[src/rtl/core/shamh_pkg.sv]
package shamh_pkg;

	typedef struct packed {
		logic [7:0] data_byte;
		logic       final_byte;
		logic       end_only;
	} in_t;

	typedef struct packed {
		logic [31:0] digest_word;
		logic [2:0]  word_index;
		logic        last_word;
	} out_t;

	// One message word on its way from the packer to the compression core.
	typedef struct packed {
		logic [31:0] word;
		logic        blk_end;
		logic        msg_end;
	} qword_t;

	localparam logic [7:0] PAD_BYTE = 8'h80;
	localparam logic [5:0] LEN_POS = 6'd56;

	localparam logic [31:0] INIT_H [0:7] = '{
		32'h6a09e667, 32'hbb67ae85, 32'h3c6ef372, 32'ha54ff53a,
		32'h510e527f, 32'h9b05688c, 32'h1f83d9ab, 32'h5be0cd19};

	localparam logic [31:0] ROUND_K [0:63] = '{
		32'h428a2f98, 32'h71374491, 32'hb5c0fbcf, 32'he9b5dba5,
		32'h3956c25b, 32'h59f111f1, 32'h923f82a4, 32'hab1c5ed5,
		32'hd807aa98, 32'h12835b01, 32'h243185be, 32'h550c7dc3,
		32'h72be5d74, 32'h80deb1fe, 32'h9bdc06a7, 32'hc19bf174,
		32'he49b69c1, 32'hefbe4786, 32'h0fc19dc6, 32'h240ca1cc,
		32'h2de92c6f, 32'h4a7484aa, 32'h5cb0a9dc, 32'h76f988da,
		32'h983e5152, 32'ha831c66d, 32'hb00327c8, 32'hbf597fc7,
		32'hc6e00bf3, 32'hd5a79147, 32'h06ca6351, 32'h14292967,
		32'h27b70a85, 32'h2e1b2138, 32'h4d2c6dfc, 32'h53380d13,
		32'h650a7354, 32'h766a0abb, 32'h81c2c92e, 32'h92722c85,
		32'ha2bfe8a1, 32'ha81a664b, 32'hc24b8b70, 32'hc76c51a3,
		32'hd192e819, 32'hd6990624, 32'hf40e3585, 32'h106aa070,
		32'h19a4c116, 32'h1e376c08, 32'h2748774c, 32'h34b0bcb5,
		32'h391c0cb3, 32'h4ed8aa4a, 32'h5b9cca4f, 32'h682e6ff3,
		32'h748f82ee, 32'h78a5636f, 32'h84c87814, 32'h8cc70208,
		32'h90befffa, 32'ha4506ceb, 32'hbef9a3f7, 32'hc67178f2};

	function automatic logic [31:0] rotr(input logic [31:0] v, input int k);
		return (v >> k) | (v << (32 - k));
	endfunction

endpackage

[src/rtl/core/sha256_message_hasher.sv]
// Channel   Handshake     Payload                                  Word
// item      push / full   data_byte, final_byte, end_only          one message byte or end
// result    empty / pop   digest_word, word_index, last_word       one digest word
//
// A data byte is taken while the packer is idle and the word queue has room.
// For each 64-byte block the compression core does one load, 64 rounds and one update.
// Rounds 0 to 15 also wait on the word queue whenever it runs empty.
// At message end the packer emits pad and length bytes, up to 72, one per cycle while the
// word queue has room, and input stays stalled until the last length byte is out.
// The eight digest words then wait on the result side until popped.
// Reset leaves the initial hash loaded and both sides idle.
module sha256_message_hasher #(
	parameter int FIFO_DEPTH = 4
) (
	input  logic                clk,
	input  logic                arst_n,
	input  logic                push,
	output logic                full,
	input  shamh_pkg::in_t      item,
	output logic                empty,
	input  logic                pop,
	output shamh_pkg::out_t     result
);

	shamh_pkg::qword_t               f_word;
	shamh_pkg::qword_t               b_word;
	logic                            f_push;
	logic                            q_full;
	logic                            q_empty;
	logic                            q_pop;
	logic [$clog2(FIFO_DEPTH+1)-1:0] q_count;

	shamh_front u_front (
		.clk    (clk),
		.arst_n (arst_n),
		.push   (push),
		.full   (full),
		.item   (item),
		.q_full (q_full),
		.q_push (f_push),
		.q_word (f_word)
	);

	shamh_fifo #(
		.DEPTH (FIFO_DEPTH)
	) u_fifo (
		.clk     (clk),
		.arst_n  (arst_n),
		.wr_en   (f_push),
		.wr_data (f_word),
		.q_full  (q_full),
		.rd_en   (q_pop),
		.rd_data (b_word),
		.q_empty (q_empty),
		.count   (q_count)
	);

	shamh_back u_back (
		.clk     (clk),
		.arst_n  (arst_n),
		.q_empty (q_empty),
		.q_word  (b_word),
		.q_pop   (q_pop),
		.empty   (empty),
		.pop     (pop),
		.result  (result)
	);

	a_count_bound: assert property (@(posedge clk) disable iff (!arst_n)
		q_count <= ($clog2(FIFO_DEPTH+1))'(FIFO_DEPTH))
		else $error("word queue count out of range");

	a_end_stalls: assert property (@(posedge clk) disable iff (!arst_n)
		(push && !full && item.end_only) |=> full)
		else $error("input taken during padding");

	a_last_drains: assert property (@(posedge clk) disable iff (!arst_n)
		(!empty && pop && result.last_word) |=> empty)
		else $error("digest continues past last word");

	a_full_queue: assert property (@(posedge clk) disable iff (!arst_n)
		q_full |-> full)
		else $error("input open with full word queue");

endmodule

[src/rtl/core/shamh_front.sv]
module shamh_front (
	input  logic                 clk,
	input  logic                 arst_n,
	input  logic                 push,
	output logic                 full,
	input  shamh_pkg::in_t       item,
	input  logic                 q_full,
	output logic                 q_push,
	output shamh_pkg::qword_t    q_word
);

	typedef enum logic [3:0] {
		F_IDLE  = 4'b0001,
		F_PAD80 = 4'b0010,
		F_ZERO  = 4'b0100,
		F_LEN   = 4'b1000
	} fstate_t;

	fstate_t     state_q;
	logic [60:0] byte_cnt_q;
	logic [5:0]  blk_pos_q;
	logic [23:0] acc_q;
	logic [2:0]  len_idx_q;
	logic        accept;
	logic        emit;
	logic [7:0]  emit_byte;
	logic [63:0] bit_len;

	assign full = !(state_q == F_IDLE && !q_full);
	assign accept = push && !full;
	assign bit_len = {byte_cnt_q, 3'b000};

	always_comb begin
		emit = 1'b0;
		emit_byte = '0;
		unique case (state_q)
			F_IDLE: begin
				emit = accept && !item.end_only;
				emit_byte = item.data_byte;
			end
			F_PAD80: begin
				emit = !q_full;
				emit_byte = shamh_pkg::PAD_BYTE;
			end
			F_ZERO: begin
				emit = !q_full;
			end
			F_LEN: begin
				emit = !q_full;
				emit_byte = bit_len[6'(7 - len_idx_q) * 8 +: 8];
			end
			default: begin
				emit = 1'b0;
			end
		endcase
	end

	assign q_push = emit && (blk_pos_q[1:0] == 2'b11);
	assign q_word.word = {acc_q, emit_byte};
	assign q_word.blk_end = (blk_pos_q == 6'd63);
	assign q_word.msg_end = (state_q == F_LEN) && (len_idx_q == 3'd7);

	always_ff @(posedge clk or negedge arst_n) begin
		if (!arst_n) begin
			state_q <= F_IDLE;
			byte_cnt_q <= '0;
			blk_pos_q <= '0;
			len_idx_q <= '0;
		end else begin
			if (emit) begin
				blk_pos_q <= blk_pos_q + 6'd1;
			end
			unique case (state_q)
				F_IDLE: begin
					if (accept) begin
						if (!item.end_only) begin
							byte_cnt_q <= byte_cnt_q + 61'd1;
						end
						if (item.end_only || item.final_byte) begin
							state_q <= F_PAD80;
						end
					end
				end
				F_PAD80: begin
					if (emit) begin
						state_q <= (blk_pos_q + 6'd1 == shamh_pkg::LEN_POS) ? F_LEN : F_ZERO;
					end
				end
				F_ZERO: begin
					if (emit && blk_pos_q + 6'd1 == shamh_pkg::LEN_POS) begin
						state_q <= F_LEN;
					end
				end
				F_LEN: begin
					if (emit) begin
						len_idx_q <= len_idx_q + 3'd1;
						if (len_idx_q == 3'd7) begin
							state_q <= F_IDLE;
							byte_cnt_q <= '0;
						end
					end
				end
				default: begin
					state_q <= F_IDLE;
				end
			endcase
		end
	end

	always_ff @(posedge clk) begin
		if (emit) begin
			acc_q <= {acc_q[15:0], emit_byte};
		end
	end

endmodule

[src/rtl/core/shamh_fifo.sv]
module shamh_fifo #(
	parameter int DEPTH = 4
) (
	input  logic                        clk,
	input  logic                        arst_n,
	input  logic                        wr_en,
	input  shamh_pkg::qword_t           wr_data,
	output logic                        q_full,
	input  logic                        rd_en,
	output shamh_pkg::qword_t           rd_data,
	output logic                        q_empty,
	output logic [$clog2(DEPTH+1)-1:0]  count
);

	localparam int PW = $clog2(DEPTH);
	localparam int CW = $clog2(DEPTH + 1);

	shamh_pkg::qword_t mem_q [DEPTH];
	logic [PW-1:0] wp_q;
	logic [PW-1:0] rp_q;
	logic [CW-1:0] cnt_q;
	logic          do_wr;
	logic          do_rd;

	assign q_full = (cnt_q == CW'(DEPTH));
	assign q_empty = (cnt_q == '0);
	assign do_wr = wr_en && !q_full;
	assign do_rd = rd_en && !q_empty;
	assign rd_data = mem_q[rp_q];
	assign count = cnt_q;

	always_ff @(posedge clk or negedge arst_n) begin
		if (!arst_n) begin
			wp_q <= '0;
			rp_q <= '0;
			cnt_q <= '0;
		end else begin
			if (do_wr) begin
				wp_q <= (wp_q == PW'(DEPTH - 1)) ? '0 : wp_q + PW'(1);
			end
			if (do_rd) begin
				rp_q <= (rp_q == PW'(DEPTH - 1)) ? '0 : rp_q + PW'(1);
			end
			if (do_wr && !do_rd) begin
				cnt_q <= cnt_q + CW'(1);
			end else if (do_rd && !do_wr) begin
				cnt_q <= cnt_q - CW'(1);
			end
		end
	end

	always_ff @(posedge clk) begin
		if (do_wr) begin
			mem_q[wp_q] <= wr_data;
		end
	end

endmodule

[src/rtl/core/shamh_back.sv]
module shamh_back (
	input  logic                 clk,
	input  logic                 arst_n,
	input  logic                 q_empty,
	input  shamh_pkg::qword_t    q_word,
	output logic                 q_pop,
	output logic                 empty,
	input  logic                 pop,
	output shamh_pkg::out_t      result
);

	typedef enum logic [3:0] {
		B_IDLE  = 4'b0001,
		B_ROUND = 4'b0010,
		B_ADD   = 4'b0100,
		B_EMIT  = 4'b1000
	} bstate_t;

	bstate_t     state_q;
	logic [5:0]  rnd_q;
	logic [2:0]  idx_q;
	logic        msg_q;
	logic [31:0] h_q [8];
	logic [31:0] v_q [8];
	logic [31:0] w_q [16];
	logic [31:0] wt;
	logic [31:0] sg0;
	logic [31:0] sg1;
	logic [31:0] s1;
	logic [31:0] s0;
	logic [31:0] chv;
	logic [31:0] mj;
	logic [31:0] tmp1;
	logic [31:0] tmp2;
	logic        early;
	logic        step;
	logic        out_pop;

	assign early = (rnd_q < 6'd16);
	assign q_pop = (state_q == B_ROUND) && early && !q_empty;
	assign step = (state_q == B_ROUND) && (!early || !q_empty);

	always_comb begin
		sg0 = shamh_pkg::rotr(w_q[1], 7) ^ shamh_pkg::rotr(w_q[1], 18) ^ (w_q[1] >> 3);
		sg1 = shamh_pkg::rotr(w_q[14], 17) ^ shamh_pkg::rotr(w_q[14], 19) ^ (w_q[14] >> 10);
		wt = early ? q_word.word : w_q[0] + sg0 + w_q[9] + sg1;
		s1 = shamh_pkg::rotr(v_q[4], 6) ^ shamh_pkg::rotr(v_q[4], 11)
			^ shamh_pkg::rotr(v_q[4], 25);
		chv = (v_q[4] & v_q[5]) ^ (~v_q[4] & v_q[6]);
		tmp1 = v_q[7] + s1 + chv + shamh_pkg::ROUND_K[rnd_q] + wt;
		s0 = shamh_pkg::rotr(v_q[0], 2) ^ shamh_pkg::rotr(v_q[0], 13)
			^ shamh_pkg::rotr(v_q[0], 22);
		mj = (v_q[0] & v_q[1]) ^ (v_q[0] & v_q[2]) ^ (v_q[1] & v_q[2]);
		tmp2 = s0 + mj;
	end

	assign empty = (state_q != B_EMIT);
	assign out_pop = pop && !empty;
	assign result.digest_word = h_q[idx_q];
	assign result.word_index = idx_q;
	assign result.last_word = (idx_q == 3'd7);

	always_ff @(posedge clk or negedge arst_n) begin
		if (!arst_n) begin
			state_q <= B_IDLE;
			rnd_q <= '0;
			idx_q <= '0;
			msg_q <= 1'b0;
			for (int i = 0; i < 8; i++) begin
				h_q[i] <= shamh_pkg::INIT_H[i];
			end
		end else begin
			unique case (state_q)
				B_IDLE: begin
					if (!q_empty) begin
						state_q <= B_ROUND;
						rnd_q <= '0;
					end
				end
				B_ROUND: begin
					if (step) begin
						rnd_q <= rnd_q + 6'd1;
						if (q_pop && rnd_q == 6'd15) begin
							msg_q <= q_word.msg_end;
						end
						if (rnd_q == 6'd63) begin
							state_q <= B_ADD;
						end
					end
				end
				B_ADD: begin
					for (int i = 0; i < 8; i++) begin
						h_q[i] <= h_q[i] + v_q[i];
					end
					idx_q <= '0;
					state_q <= msg_q ? B_EMIT : B_IDLE;
				end
				B_EMIT: begin
					if (out_pop) begin
						idx_q <= idx_q + 3'd1;
						if (idx_q == 3'd7) begin
							state_q <= B_IDLE;
							for (int i = 0; i < 8; i++) begin
								h_q[i] <= shamh_pkg::INIT_H[i];
							end
						end
					end
				end
				default: begin
					state_q <= B_IDLE;
				end
			endcase
		end
	end

	always_ff @(posedge clk) begin
		if (state_q == B_IDLE) begin
			for (int i = 0; i < 8; i++) begin
				v_q[i] <= h_q[i];
			end
		end else if (step) begin
			v_q[0] <= tmp1 + tmp2;
			v_q[1] <= v_q[0];
			v_q[2] <= v_q[1];
			v_q[3] <= v_q[2];
			v_q[4] <= v_q[3] + tmp1;
			v_q[5] <= v_q[4];
			v_q[6] <= v_q[5];
			v_q[7] <= v_q[6];
		end
		if (step) begin
			for (int i = 0; i < 15; i++) begin
				w_q[i] <= w_q[i + 1];
			end
			w_q[15] <= wt;
		end
	end

endmodule

[config.mk]
export PLATFORM = sky130hd
export DESIGN_NAME = sha256_message_hasher
export DESIGN_NICKNAME = d
export VERILOG_FILES = /design/src/rtl/core/shamh_pkg.sv /design/src/rtl/core/sha256_message_hasher.sv /design/src/rtl/core/shamh_front.sv /design/src/rtl/core/shamh_fifo.sv /design/src/rtl/core/shamh_back.sv
export SDC_FILE = /design/constraint.sdc
export NUM_CORES = 2
export LEC_CHECK = 0
export CAP_MARGIN = 10
export CORE_UTILIZATION = 60
export CTS_CLUSTER_SIZE = 30
export DETAILED_ROUTE_END_ITERATION = 8
export DONT_BUFFER_PORTS = 1
export PLACE_DENSITY = 0.76
export SLEW_MARGIN = 20
export SYNTH_ARGS = -nofsm -noshare
export SYNTH_HDL_FRONTEND = slang
export SYNTH_SLANG_ARGS = --single-unit
export TNS_END_PERCENT = 20
[constraint.sdc]
create_clock -name clk -period 41.7 [get_ports clk]
set_input_delay 6.255 -clock clk [delete_from_list [all_inputs] [get_ports clk]]
set_output_delay 6.255 -clock clk [all_outputs]
set_load 0.005 [all_outputs]
==> impl_metrics.toml <==
[run_status]
status = "finished, final reports clean"

[sta]
timing.final.max_slew_violations = 0
hold_viol = 0
fin_crit_sh = 0.269
setup_viol_count_final = 0
holdWs_ns = 0.401
tightestPinTransition_ns = 1.29
clock_skew_ns = 0.0387
relSlewSlack = 0.132
grt_setup_unrepaired = "no"
fin_setup_tns_ns = 0
fmax_ghz = 0.0891
fin_crit_ns = 11.22

[place]
place.port_buffers = 0
dp_hpwl_um = 157000
postPlaceCellArea_um2 = 77700
gp_congestion = 1.00

[floorplan]
die_h_um = 358
placementRows = 130
io_pins = 52
coreArea_um2 = 126000
initial_core_util = 0.606
die_area_um2 = 128000
die_w_um = 358

[cts]
tritoncts = "yes"
clock_path_buffers = 3
cts_setup_buffers = 0
cts_resized = 0
h-tree-depth = 4
clock_latency_ns = 0.81
clock_sinks = 1275
root_buffer = "clkbuf_16"
clk_pin_slew_ns = 0.06
numCtsBuffers = 139
hold_buffers = 0

[synthesis]
yosys.cell_types.count = 92
seq_area_frac_synth = 0.482
synth-main-ff-cell = "edfxtp_1"
synth_edf_count = 924
async_reset_ff_frac = 0.275
ys_seq_elements = 1275
syn_area_per_cell_um2 = 10.8
ys.warnings.count = 0
syn_nets = 7640
netlist_area_um2 = 76200
postSynthCellCount = 7027

[routing]
drc = 0
vias = 55900
firstDrtPassIters = 7
wl_per_cell_um = 25.2
detail_route.iter0.violations = 6707
routed_via_density = 6.42
drt_wl_total_um = 220000
ant_nets = 0

[critical_path]
path_class = "reg2reg"
cpMostUsedCell = "inv_1"
slowest_stage = "a311oi_1"
crit_arrival_ns = 11.72
critPathMaxStageDelay_ns = 0.74
cp.required_ns = 42.19
cp_max_fo = 18
worstSetupStartpointType = "flip-flop"
cp-end-kind = "flip-flop"

[cells_and_area]
fillers = 9372
final_nets = 7545
areaGrowthSynthToFinish_pct = 8.34
antenna_cells = 0
finalInstanceArea_um2 = 82600
layout-drive-gt1-share = 0.0895

[global_route]
grt_pass1_vias = 53100
grt_overflow = 0
grt_first_pass_wirelength_um = 329000
grtUsageTotal = 0.343
grt_antenna_before_repair = 3
grt_max_degree = 352

[min_path]
hold_path_class = "reg2reg"

[run]
max_cap_viol_count = 0
==> metal layers <==
metal  vias up  GRT usage  part of all wire
met5         -          0          0.000059
met1     27600      0.487              0.40
met4         2      0.140             0.045
met2      2931      0.520              0.45
met3       465     0.0651              0.10
li1      24900          -                 -
==> sequential cells by signal (all words and copies together) (netlist names), 3 cells and up <==
name                cells
u_back.w_q            512
u_back.h_q            256
u_back.v_q            256
u_fifo.mem_q          132
u_front.byte_cnt_q     61
u_front.acc_q          24
u_back.rnd_q            6
u_front.blk_pos_q       6
u_back.state_q          4
u_front.state_q         4
u_back.idx_q            3
u_fifo.count            3
u_front.len_idx_q       3
==> per-stage QoR <==
stage,util,std cells,setup slack [ns]
3_5_place_dp,0.618,8439,30.72
3_3_place_gp,0.618,8439,30.78
2_1_floorplan,-,7027,24.87
5_1_grt,0.657,8701,30.14
6_report,0.657,8701,30.48
4_1_cts,0.656,8699,30.67
==> synth_stat cells (all sizes together) (21+ instances only) <==
cell type	n	area, um2
inv	404	1520
a21o	189	1430
nand2	1024	3840
o21bai	45	338
clkbuf	260	977
o31ai	36	270
o211ai	38	285
nor3	81	439
nor2b	59	369
mux2	46	518
xnor2	361	3160
buf	36	145
and2	24	150
nand2b	61	382
ha	403	5040
mux4	115	2590
dfrtp	213	5330
xor2	249	2180
a31oi	53	332
a211oi	48	360
fa	196	3920
nor2	416	1560
dfstp	138	3630
nand4	39	244
a21oi	472	2360
or3	52	335
or2	21	134
o21ai	467	2340
o21a	56	420
mux2i	48	480
edfxtp	924	27700
nand3	111	561
and3	50	313
==> kinds of logic after synthesis <==
logic type	Yosys count	share of synthesized area
and+or+nand+nor	2004	0.116
muxes	209	0.0471
DFF	1275	0.482
adders and majority gates	604	0.118
buffers and inverters	702	0.0347
AOI/OAI and AO/OA	1622	0.132
xor gates and xnor gates	611	0.0704
==> critical path, delay by kind of cell, from the launching register on <==
| family | cells | cell delay, ns |
|---|---|---|
| xor+xnor | 2 | 0.38 |
| fa+ha+maj | 8 | 3.67 |
| buf+inv | 6 | 0.88 |
| flops | 1 | 0.63 |
| simple gates | 6 | 1.33 |
| compound gates | 15 | 4.01 |
==> cell usage in the layout, fill, tap and decap left out, types with 141 or more instances in the layout <==
cell	instances
nand2_1	1023
edfxtp_1	924
a21oi_1	471
nor2_1	414
inv_1	403
a21o_1	188
dfrtp_1	205
fa_1	196
o21ai_0	459
clkbuf_16	141
ha_1	403
xor2_1	249
xnor2_1	361
==> path summary, 6_finish.rpt <==
check / to / cells after the start / from / slack, ns
max: u_back.v_q[0][31] / 37 / u_back.rnd_q[1] / 30.48
min: u_back.w_q[1][73] / 0 / u_back.w_q[1][105] / 0.40
max reg2reg: u_back.v_q[0][31] / 37 / u_back.rnd_q[1] / 30.48
min reg2reg: u_back.w_q[1][73] / 0 / u_back.w_q[1][105] / 0.40
max in group asynchronous: u_front.byte_cnt_q[29] / 2 / arst_n / 34.72
min in group asynchronous: u_back.h_q[17] / 0 / arst_n / 5.14
==> area by class of cell <==
type / instances / area (um2) / area share
timing repair buffer: 60 / 541 / 0.00655
clock inverter: 70 / 932 / 0.0113
clock buffer: 190 / 3840 / 0.0465
tap: 1650 / 2060 / 0.0250
inverter: 406 / 1530 / 0.0185
multi-input combinational: 5050 / 36900 / 0.447
sequential: 1275 / 36700 / 0.445
Power is not shown: default switching activity piles up to over one toggle a cycle in this logic, so the estimate is an artifact.
